`src/rtl/x25ffp_pkg.sv`:
```
// Shared types and codes for the X.25 facility field parser.
package x25ffp_pkg;

    localparam int CODE_LEN_SHIFT = 6;

    typedef enum logic [2:0] {
        ROLE_FIELD_LEN  = 3'd0,
        ROLE_CODE       = 3'd1,
        ROLE_LEN_OCTET  = 3'd2,
        ROLE_PARAM      = 3'd3,
        ROLE_AFTER      = 3'd4,
        ROLE_IGNORED    = 3'd5
    } byte_role_t;

    typedef enum logic [1:0] {
        ERR_NONE         = 2'd0,
        ERR_BUFFER_SHORT = 2'd1,
        ERR_NO_LEN_OCTET = 2'd2,
        ERR_PARAM_LONG   = 2'd3
    } error_kind_t;

    typedef struct packed {
        byte_role_t  byte_role;
        logic [7:0]  fac_code;
        logic [7:0]  param_index;
        logic [7:0]  param_length;
        logic        facility_done;
        logic        field_done;
        logic [8:0]  consumed;
        logic        error;
        error_kind_t error_kind;
    } result_t;

endpackage

```
`src/rtl/x25_facility_field_parser_unit.sv`:
```
// X.25 facility field parser: tags each byte of a facility field and flags completion/errors.
// Each accepted byte's result is registered in the output stage (skid register while stalled).
// Throughput: one byte per cycle while the skid register is empty (in_ready high).
// A two-entry output stage (result plus skid register) absorbs one byte during a stall.
// Reset: async active-low rst_n puts the parser at the facility length byte, no results pending.
module x25_facility_field_parser_unit
    import x25ffp_pkg::*;
(
    input  logic        clk,
    input  logic        rst_n,
    input  logic        in_valid,
    output logic        in_ready,
    input  logic [7:0]  data_byte,
    input  logic        last_of_buffer,
    output logic        out_valid,
    input  logic        out_ready,
    output logic [2:0]  byte_role,
    output logic [7:0]  fac_code,
    output logic [7:0]  param_index,
    output logic [7:0]  param_length,
    output logic        facility_done,
    output logic        field_done,
    output logic [8:0]  consumed,
    output logic        error,
    output logic [1:0]  error_kind
);

    typedef enum logic [2:0] {
        PH_FIELD_LEN = 3'd0,
        PH_CODE      = 3'd1,
        PH_LEN_OCTET = 3'd2,
        PH_PARAM     = 3'd3,
        PH_AFTER     = 3'd4,
        PH_ERROR     = 3'd5
    } phase_t;

    phase_t     phase_reg, phase_next;
    logic [7:0] field_left_reg, field_left_next;
    logic [7:0] param_left_reg, param_left_next;
    logic [7:0] code_reg, code_next;
    logic [7:0] plen_reg, plen_next;
    logic [7:0] ppos_reg, ppos_next;
    logic [7:0] flen_reg, flen_next;

    result_t    res;
    result_t    out_data_reg;
    result_t    skid_data_reg;
    logic       out_valid_reg;
    logic       skid_valid_reg;

    logic       in_fire;
    logic       out_load;
    logic [7:0] field_left_dec;
    logic [7:0] param_left_dec;
    logic [1:0] top_bits;
    logic [7:0] short_len;
    logic [8:0] consumed_val;

    assign in_ready       = !skid_valid_reg;
    assign in_fire        = in_valid && in_ready;
    assign out_load       = !out_valid_reg || out_ready;
    assign field_left_dec = field_left_reg - 8'd1;
    assign param_left_dec = param_left_reg - 8'd1;
    assign top_bits       = data_byte[CODE_LEN_SHIFT+1:CODE_LEN_SHIFT];
    assign short_len      = {6'd0, top_bits} + 8'd1;
    assign consumed_val   = {1'b0, flen_reg} + 9'd1;

    always_comb
    begin
        phase_next      = phase_reg;
        field_left_next = field_left_reg;
        param_left_next = param_left_reg;
        code_next       = code_reg;
        plen_next       = plen_reg;
        ppos_next       = ppos_reg;
        flen_next       = flen_reg;

        res               = '0;
        res.byte_role     = ROLE_IGNORED;
        res.error_kind    = ERR_NONE;

        unique case (phase_reg)
            PH_FIELD_LEN:
            begin
                res.byte_role   = ROLE_FIELD_LEN;
                flen_next       = data_byte;
                field_left_next = data_byte;
                if (data_byte == 8'd0)
                begin
                    res.field_done = 1'b1;
                    res.consumed   = 9'd1;
                    phase_next     = PH_AFTER;
                end
                else
                begin
                    phase_next = PH_CODE;
                end
            end
            PH_CODE:
            begin
                res.byte_role   = ROLE_CODE;
                res.fac_code    = data_byte;
                code_next       = data_byte;
                field_left_next = field_left_dec;
                if (top_bits != 2'b11)
                begin
                    plen_next        = short_len;
                    res.param_length = short_len;
                    if (field_left_dec < short_len)
                    begin
                        res.error      = 1'b1;
                        res.error_kind = ERR_PARAM_LONG;
                        phase_next     = PH_ERROR;
                    end
                    else
                    begin
                        param_left_next = short_len;
                        ppos_next       = 8'd0;
                        phase_next      = PH_PARAM;
                    end
                end
                else
                begin
                    plen_next = 8'd0;
                    if (field_left_dec != 8'd0)
                    begin
                        phase_next = PH_LEN_OCTET;
                    end
                    else
                    begin
                        res.error      = 1'b1;
                        res.error_kind = ERR_NO_LEN_OCTET;
                        phase_next     = PH_ERROR;
                    end
                end
            end
            PH_LEN_OCTET:
            begin
                res.byte_role    = ROLE_LEN_OCTET;
                res.fac_code     = code_reg;
                res.param_length = data_byte;
                field_left_next  = field_left_dec;
                plen_next        = data_byte;
                if (field_left_dec < data_byte)
                begin
                    res.error      = 1'b1;
                    res.error_kind = ERR_PARAM_LONG;
                    phase_next     = PH_ERROR;
                end
                else if (data_byte == 8'd0)
                begin
                    res.facility_done = 1'b1;
                    if (field_left_dec == 8'd0)
                    begin
                        res.field_done = 1'b1;
                        res.consumed   = consumed_val;
                        phase_next     = PH_AFTER;
                    end
                    else
                    begin
                        phase_next = PH_CODE;
                    end
                end
                else
                begin
                    param_left_next = data_byte;
                    ppos_next       = 8'd0;
                    phase_next      = PH_PARAM;
                end
            end
            PH_PARAM:
            begin
                res.byte_role    = ROLE_PARAM;
                res.fac_code     = code_reg;
                res.param_length = plen_reg;
                res.param_index  = ppos_reg;
                ppos_next        = ppos_reg + 8'd1;
                param_left_next  = param_left_dec;
                field_left_next  = field_left_dec;
                if (param_left_dec == 8'd0)
                begin
                    res.facility_done = 1'b1;
                    if (field_left_dec == 8'd0)
                    begin
                        res.field_done = 1'b1;
                        res.consumed   = consumed_val;
                        phase_next     = PH_AFTER;
                    end
                    else
                    begin
                        phase_next = PH_CODE;
                    end
                end
            end
            PH_AFTER:
            begin
                res.byte_role = ROLE_AFTER;
            end
            default:
            begin
                res.byte_role = ROLE_IGNORED;
            end
        endcase

        if (last_of_buffer)
        begin
            if (!res.error && phase_next != PH_AFTER && phase_next != PH_ERROR)
            begin
                res.error      = 1'b1;
                res.error_kind = ERR_BUFFER_SHORT;
            end
            phase_next      = PH_FIELD_LEN;
            field_left_next = 8'd0;
            param_left_next = 8'd0;
            code_next       = 8'd0;
            plen_next       = 8'd0;
            ppos_next       = 8'd0;
            flen_next       = 8'd0;
        end
    end

    always_ff @(posedge clk or negedge rst_n)
    begin
        if (!rst_n)
        begin
            phase_reg      <= PH_FIELD_LEN;
            field_left_reg <= 8'd0;
            param_left_reg <= 8'd0;
            code_reg       <= 8'd0;
            plen_reg       <= 8'd0;
            ppos_reg       <= 8'd0;
            flen_reg       <= 8'd0;
            out_valid_reg  <= 1'b0;
            skid_valid_reg <= 1'b0;
        end
        else
        begin
            if (in_fire)
            begin
                phase_reg      <= phase_next;
                field_left_reg <= field_left_next;
                param_left_reg <= param_left_next;
                code_reg       <= code_next;
                plen_reg       <= plen_next;
                ppos_reg       <= ppos_next;
                flen_reg       <= flen_next;
            end
            if (out_load)
            begin
                out_valid_reg  <= skid_valid_reg || in_fire;
                skid_valid_reg <= 1'b0;
            end
            else if (in_fire)
            begin
                skid_valid_reg <= 1'b1;
            end
        end
    end

    always_ff @(posedge clk)
    begin
        if (out_load)
        begin
            out_data_reg <= skid_valid_reg ? skid_data_reg : res;
        end
        else if (in_fire)
        begin
            skid_data_reg <= res;
        end
    end

    assign out_valid     = out_valid_reg;
    assign byte_role     = out_data_reg.byte_role;
    assign fac_code      = out_data_reg.fac_code;
    assign param_index   = out_data_reg.param_index;
    assign param_length  = out_data_reg.param_length;
    assign facility_done = out_data_reg.facility_done;
    assign field_done    = out_data_reg.field_done;
    assign consumed      = out_data_reg.consumed;
    assign error         = out_data_reg.error;
    assign error_kind    = out_data_reg.error_kind;

endmodule

```
`config.mk`:
```
export PLATFORM = sky130hd
export DESIGN_NAME = x25_facility_field_parser_unit
export DESIGN_NICKNAME = d
export VERILOG_FILES = /design/src/rtl/x25ffp_pkg.sv /design/src/rtl/x25_facility_field_parser_unit.sv
export SDC_FILE = /design/constraint.sdc
export NUM_CORES = 1
export LEC_CHECK = 0
export BUFFER_PORTS_ARGS = -buffer_cell sky130_fd_sc_hd__buf_2
export CAP_MARGIN = 20
export CORE_MARGIN = 4
export CORE_UTILIZATION = 30
export DETAILED_ROUTE_END_ITERATION = 12
export SLEW_MARGIN = 20
export SYNTH_ARGS = -nofsm -noshare
export SYNTH_HDL_FRONTEND = slang
export SYNTH_SLANG_ARGS = --single-unit
```
`constraint.sdc`:
```
create_clock -name clk -period 3.55 [get_ports clk]
set_input_delay 0.71 -clock clk [delete_from_list [all_inputs] [get_ports clk]]
set_output_delay 0.71 -clock clk [all_outputs]
set_load 0.05 [all_outputs]
```
==> results of run 1 <==
-- final cells by class --
cell class                 count  area (um^2)
fill                        2169        13900
sequential                   135         3790
multi-input combinational    439         2780
timing repair buffer          81          483
clock buffer                  18          429
tap                          280          350
clock inverter                14          156
inverter                      30          113
antenna                        1         2.50
-- layout by cell type (no fill, tap or decap), types with 4 or more instances in the layout --
cell | synthesis | layout
a21o_1 | 5 | 5
a21oi_1 | 22 | 22
a22o_1 | 4 | 4
a31oi_1 | 7 | 7
and3_1 | 5 | 5
buf_2 | 3 | 55
buf_4 | 1 | 25
clkbuf_16 | 0 | 17
dfrtp_1 | 53 | 53
edfxtp_1 | 82 | 82
ha_1 | 17 | 17
inv_1 | 30 | 30
mux2_2 | 24 | 24
mux2i_1 | 6 | 6
nand2_1 | 91 | 91
nand2b_1 | 5 | 4
nand3_1 | 13 | 13
nor2_1 | 49 | 48
nor3_1 | 25 | 24
o21ai_0 | 59 | 58
o31ai_1 | 30 | 30
xnor2_1 | 5 | 5
xor2_1 | 7 | 7
-- power breakdown --
part	total (W)	switching, W	internal, W
sequential	0.00217	0.000184	0.00199
combinational	0.00248	0.00163	0.000855
clock	0.00175	0.000657	0.00109
total	0.00640	0.00247	0.00394
-- path summary, 6_finish.rpt --
| kind | slack (ps) | cells after the start | startpoint | endpoint |
|---|---|---|---|---|
| max in group asynchronous | 2630 | 2 | rst_n | flen_reg[0]$_DFFE_PN0P_ |
| worst min register to register | 480 | 2 | code_reg[3]$_DFFE_PN0P_ | code_reg[3]$_DFFE_PN0P_ |
| worst min-delay path | 430 | 2 | rst_n | ppos_reg[6]$_DFFE_PN0P_ |
| min in group clk | 480 | 2 | code_reg[3]$_DFFE_PN0P_ | code_reg[3]$_DFFE_PN0P_ |
| worst max-delay path | 200 | 11 | field_left_reg[1]$_DFFE_PN0P_ | consumed[0]$_DFFE_PN_ |
| worst max register to register | 200 | 11 | field_left_reg[1]$_DFFE_PN0P_ | consumed[0]$_DFFE_PN_ |
-- metrics by stage --
step / total power [W] / utilization
floorplan: 0.00396 / -
global placement: 0.00462 / 0.340
detailed placement: 0.00464 / 0.340
CTS: 0.00642 / 0.367
global route: 0.00679 / 0.368
finish: 0.00640 / 0.368
-- what timing repair did --
action                     in CTS  in global routing
setup endpoints to repair       0                 13
hold buffers                    0                  0
gates resized for setup         0                  2
hold endpoints to repair        0                  0
-- per-layer routing --
| metal | up-vias | GRT usage | wire length, um |
|---|---|---|---|
| li1 | 2489 | - | - |
| met4 | 4 | 0.0418 | 320 |
| met1 | 2473 | 0.204 | 8240 |
| met3 | 38 | 0.0419 | 1120 |
| met5 | - | 0 | 27 |
| met2 | 184 | 0.212 | 7670 |
-- logic make-up after synthesis --
family / after synthesis
simple gates: 212
compound gates: 168
flops: 135
buf+inv: 65
mux: 30
fa+ha+maj: 17
xor+xnor: 12
==> key figures, run 1 <==
Worst setup path
  – Most frequent CP cell: ha_1
  – CP peak stage delay: 460 ps
  – Crit path DAT: 3520 ps
  – WP buf/inv: 1
  – Required time of the worst setup path: 3720 ps
  – Crit path max-delay family: compound AO/OA/AOI/OAI gates
  – Crit. End Element: flop
  – Crit start category: flop
  – Crit-path slowest cell: or4_4
  – Worst Path Max Fanout: 5
  – WS Path Type: reg2reg
  – Cell Chain, Critical Path: inv_1 -> ha_1 -> or3b_4 -> or4_4 -> nand2_1 -> ha_1 -> o211ai_1 -> o311a_1 -> o32ai_4 -> a31o_2 -> mux2_2

Floorplanning
  – Row count: 54
  – Placeable Area: 22000 um^2
  – Die area: 25100 um^2
  – Io pins: 56
  – Die Y-Extent: 159 um
  – Initial Util: 0.309
  – Width of the die: 159 um

Yosys
  – Area contributors post-synth: edfxtp_1, dfrtp_1, nand2_1
  – Asr flop ratio synth: 0.393
  – Syn. warnings: 0
  – Count leader, synth: nand2_1
  – Adder-cell share of the synthesized area: 0.0313
  – Register area share after synthesis: 0.557
  – Number of synthesized flops with an enable pin: 82
  – Post-synth top area share: 0.362
  – Library cells used by synthesis: 67
  – Largest family of logic cells by synthesized area: compound AO/OA/AOI/OAI gates
  – Yosys reg bits: 135
  – Synth Area in XOR/XNOR: 0.0155
  – Post-synthesis mux area share: 0.0486
  – Synth top cells by count: nand2_1, edfxtp_1, o21ai_0, dfrtp_1, nor2_1
  – Area leader, netlist: edfxtp_1
  – Top FF cell, synth: edfxtp_1
  – Syn Area/Cell: 10.6 um^2
  – Synth Area in Compound Gates: 0.169
  – Syn nets: 669
  – Mapped Area: 6800 um^2
  – Syn Inst Count: 639
  – Post-Synth Simple-Gate Area: 0.141

Clocking
  – Worst-Skew Late Latency: 420 ps
  – CTS max path bufs: 2
  – Post-CTS Setup Repair Bufs: 0
  – Number of buffers created by CTS: 17
  – CTS tree: built
  – H-tree depth: 4
  – CTS sink cnt: 135
  – CTS root buffer: clkbuf_16
  – Clk slew on worst S/H paths: 60 ps

Routing
  – # DRC: 0
  – Vias: 5188
  – Post-DRT Antenna Nets: 0
  – Drt first pass iters: 5
  – Routed wire length: 17.4 mm
  – Initial DRC count: 450
  – Avg WL per Cell: 17.4 um
  – DR vias/cell: 5.20

Place
  – DP Cell Count: 965
  – Placed instance area: 7500 um^2
  – Global placement routability congestion: 0.897
  – IO buf count: 55
  – Final HPWL DP: 12.1 mm
  – Setup WS pre-CTS: 51.6 ps

STA
  – Fmax: 0.298 GHz
  – Relative slew slack: 0.444
  – Worst-Margin Slew: 827 ps
  – RSZ-0062 raised after global routing: false
  – Hold_ws: 434 ps
  – Skew final: 7.84 ps
  – Crit path time final: 3350 ps
  – Final setup vio count: 0
  – Pins Over Slew Limit: 0
  – Tcrit/Tclk final: 0.945
  – Final TNS setup: 0 ps
  – Post-route setup slack: 197 ps
  – Hold violation count in the final report: 0

Global route
  – Grt ovf: 0
  – First-pass GRT wire length: 27.7 mm
  – Largest net degree at the start of global routing: 54
  – Initial antenna violation count: 2
  – Tot GR Track Use: 0.143
  – Vias in the first global route: 4930

Flow run
  – MaxCap Viol Count: 0

Final layout
  – Finished Cell Area: 8110 um^2
  – Layout cells sized above 1: 0.211
  – Fin cells: 998
  – Max reg flops: 41
  – Nets: 734
  – Area grow syn2layout: 19.2%

Worst hold path
  – Hold Path Class: in2async

Pwr
  – Peak VDD IR: 301 uV
  – Leakage: 3.24 nW
  – Power per cell area: 790 nW/um^2

Run status
  – Outcome: finished clean
Power figures use the tool's default switching activity.
==> inputs of run 2 (changes only) <==
--- a/config.mk
+++ b/config.mk
@@ -9,7 +9,9 @@
 export CAP_MARGIN = 20
 export CORE_MARGIN = 4
 export CORE_UTILIZATION = 30
+export CTS_BUF_LIST = sky130_fd_sc_hd__clkbuf_4 sky130_fd_sc_hd__clkbuf_8
 export DETAILED_ROUTE_END_ITERATION = 12
+export GPL_ROUTABILITY_DRIVEN = 0
 export SLEW_MARGIN = 20
 export SYNTH_ARGS = -nofsm -noshare
 export SYNTH_HDL_FRONTEND = slang
==> run 2 against run 1 <==
Fmax is 0.47% lower. Utilization fell by 0.85 points. Flip-flop and latch count unchanged. Via count decreased by 0.27%. Die area unchanged. Design area down 2.3%. Count of clock-buffer cells in the layout is the same. First-iteration DRC count decreased by 20%. Worst hold slack worse by 28 ps. Sequential share of layout area is 1.1 points higher.
==> key figures, run 2 (synthesized netlist as in run 1, its figures left out) <==
STA
  – Crit path time final: 3370 ps
  – Pins Over Slew Limit: 0
  – Final TNS setup: 0 ps
  – Hold_ws: 407 ps
  – Worst-Margin Slew: 870 ps
  – Tcrit/Tclk final: 0.949
  – Fmax: 0.297 GHz
  – Skew final: 13.9 ps
  – Final setup vio count: 0
  – Relative slew slack: 0.415
  – RSZ-0062 raised after global routing: false
  – Hold violation count in the final report: 0

Clocking
  – Post-CTS Setup Repair Bufs: 0
  – Worst-Skew Late Latency: 450 ps
  – CTS sink cnt: 135
  – Clk slew on worst S/H paths: 80 ps
  – CTS root buffer: clkbuf_8
  – Number of buffers created by CTS: 17
  – CTS max path bufs: 2
  – CTS tree: built
  – H-tree depth: 4

Worst setup path
  – Crit path max-delay family: compound AO/OA/AOI/OAI gates
  – Crit path DAT: 3560 ps
  – WP buf/inv: 1
  – Reg-to-Reg Start: field_left_reg[1]$_DFFE_PN0P_
  – Crit-path slowest cell: or4_4
  – Most frequent CP cell: ha_1
  – Crit. End Element: flop
  – Required time of the worst setup path: 3750 ps
  – Cell Chain, Critical Path: inv_1 -> ha_1 -> or3b_4 -> or4_4 -> nand2_1 -> ha_1 -> o211ai_1 -> o311a_1 -> o32ai_4 -> a31o_2 -> mux2_2
  – Crit start category: flop
  – Worst Path Max Fanout: 5
  – CP peak stage delay: 460 ps
  – CP startpoint: field_left_reg[1]$_DFFE_PN0P_
  – WS Path Type: reg2reg

Final layout
  – Max reg flops: 41
  – Nets: 734
  – Most frequent cells in the layout: nand2_1, edfxtp_1, o21ai_0, buf_2, dfrtp_1
  – Area grow syn2layout: 16.5%
  – Commonest non-fill, non-tap cell in the layout: nand2_1
  – Layout cells sized above 1: 0.212
  – # fillers: 2191

Routing
  – Initial DRC count: 360
  – # DRC: 0
  – Drt first pass iters: 5
  – Routed wire length: 17.4 mm
  – Post-DRT Antenna Nets: 0
  – Avg WL per Cell: 17.5 um
  – DR vias/cell: 5.18
  – Vias: 5174

Floorplanning
  – Die area: 25100 um^2
  – Io pins: 56
  – Initial Util: 0.309
  – Die Y-Extent: 159 um
  – Placeable Area: 22000 um^2
  – Width of the die: 159 um
  – Row count: 54

Place
  – IO buf count: 55
  – Final HPWL DP: 12.1 mm

Global route
  – Largest net degree at the start of global routing: 54
  – First-pass GRT wire length: 27.7 mm
  – Initial antenna violation count: 2
  – Tot GR Track Use: 0.143
  – Grt ovf: 0
  – Vias in the first global route: 4948

Worst hold path
  – Hold Path Class: in2async

Flow run
  – MaxCap Viol Count: 0

Run status
  – Outcome: finished clean

Pwr
  – Peak VDD IR: 267 uV
  – Power per cell area: 752 nW/um^2
  – Leakage: 3.15 nW
run 2: routing by layer:
metal / wire, um / GRT usage / up-vias
met4: 313 / 0.0439 / 4
met2: 7730 / 0.213 / 177
met5: 27 / 0 / -
met3: 1160 / 0.0402 / 37
li1: - / - / 2486
met1: 8210 / 0.203 / 2470
run 2: what timing repair did:
item | CTS | global route
hold buffers | 0 | 0
endpoints found under the setup margin | 0 | 14
gates resized for setup | 0 | 2
run 2: cell type report:
class / count / area (um^2) / area share
Timing Repair Buffer: 81 / 483 / 0.0610
Multi-Input combinational cell: 439 / 2780 / 0.351
Antenna cell: 1 / 2.50 / 0.000316
Inverter: 30 / 113 / 0.0142
Tap cell: 280 / 350 / 0.0442
Clock buffer: 18 / 241 / 0.0305
Sequential cell: 135 / 3790 / 0.479
Clock inverter: 14 / 156 / 0.0198
run 2: path summary, 6_finish.rpt:
| check | endpoint | slack, ps | depth (start not counted) |
|---|---|---|---|
| max | consumed[0]$_DFFE_PN_ | 180 | 11 |
| min reg2reg | code_reg[0]$_DFFE_PN0P_ | 490 | 2 |
| max reg2reg | consumed[0]$_DFFE_PN_ | 180 | 11 |
| min in group clk | code_reg[0]$_DFFE_PN0P_ | 490 | 2 |
| max in group asynchronous | code_reg[5]$_DFFE_PN0P_ | 2660 | 2 |
| min | field_left_reg[2]$_DFFE_PN0P_ | 410 | 2 |
run 2: report_power, final:
part / internal (W) / switching [W] / total [W] / leakage, nW
clock: 0.000693 / 0.000604 / 0.00130 / 0.195
combinational: 0.000855 / 0.00164 / 0.00249 / 1.44
sequential: 0.00198 / 0.000185 / 0.00217 / 1.52
total: 0.00353 / 0.00242 / 0.00596 / 3.15
run 2: metrics by stage:
| step | setup WS (ps) | area, um^2 | cells | total power (W) | util |
|---|---|---|---|---|---|
| 6_report | 181 | 7920 | 998 | 0.00596 | 0.359 |
| 3_5_place_dp | 51.6 | 7500 | 965 | 0.00464 | 0.340 |
| 3_3_place_gp | 127 | 7500 | 965 | 0.00462 | 0.340 |
| 5_1_grt | 36.9 | 7920 | 997 | 0.00632 | 0.359 |
| 4_1_cts | 16.1 | 7890 | 997 | 0.00596 | 0.358 |
| 2_1_floorplan | 105 | 6800 | 639 | 0.00396 | - |
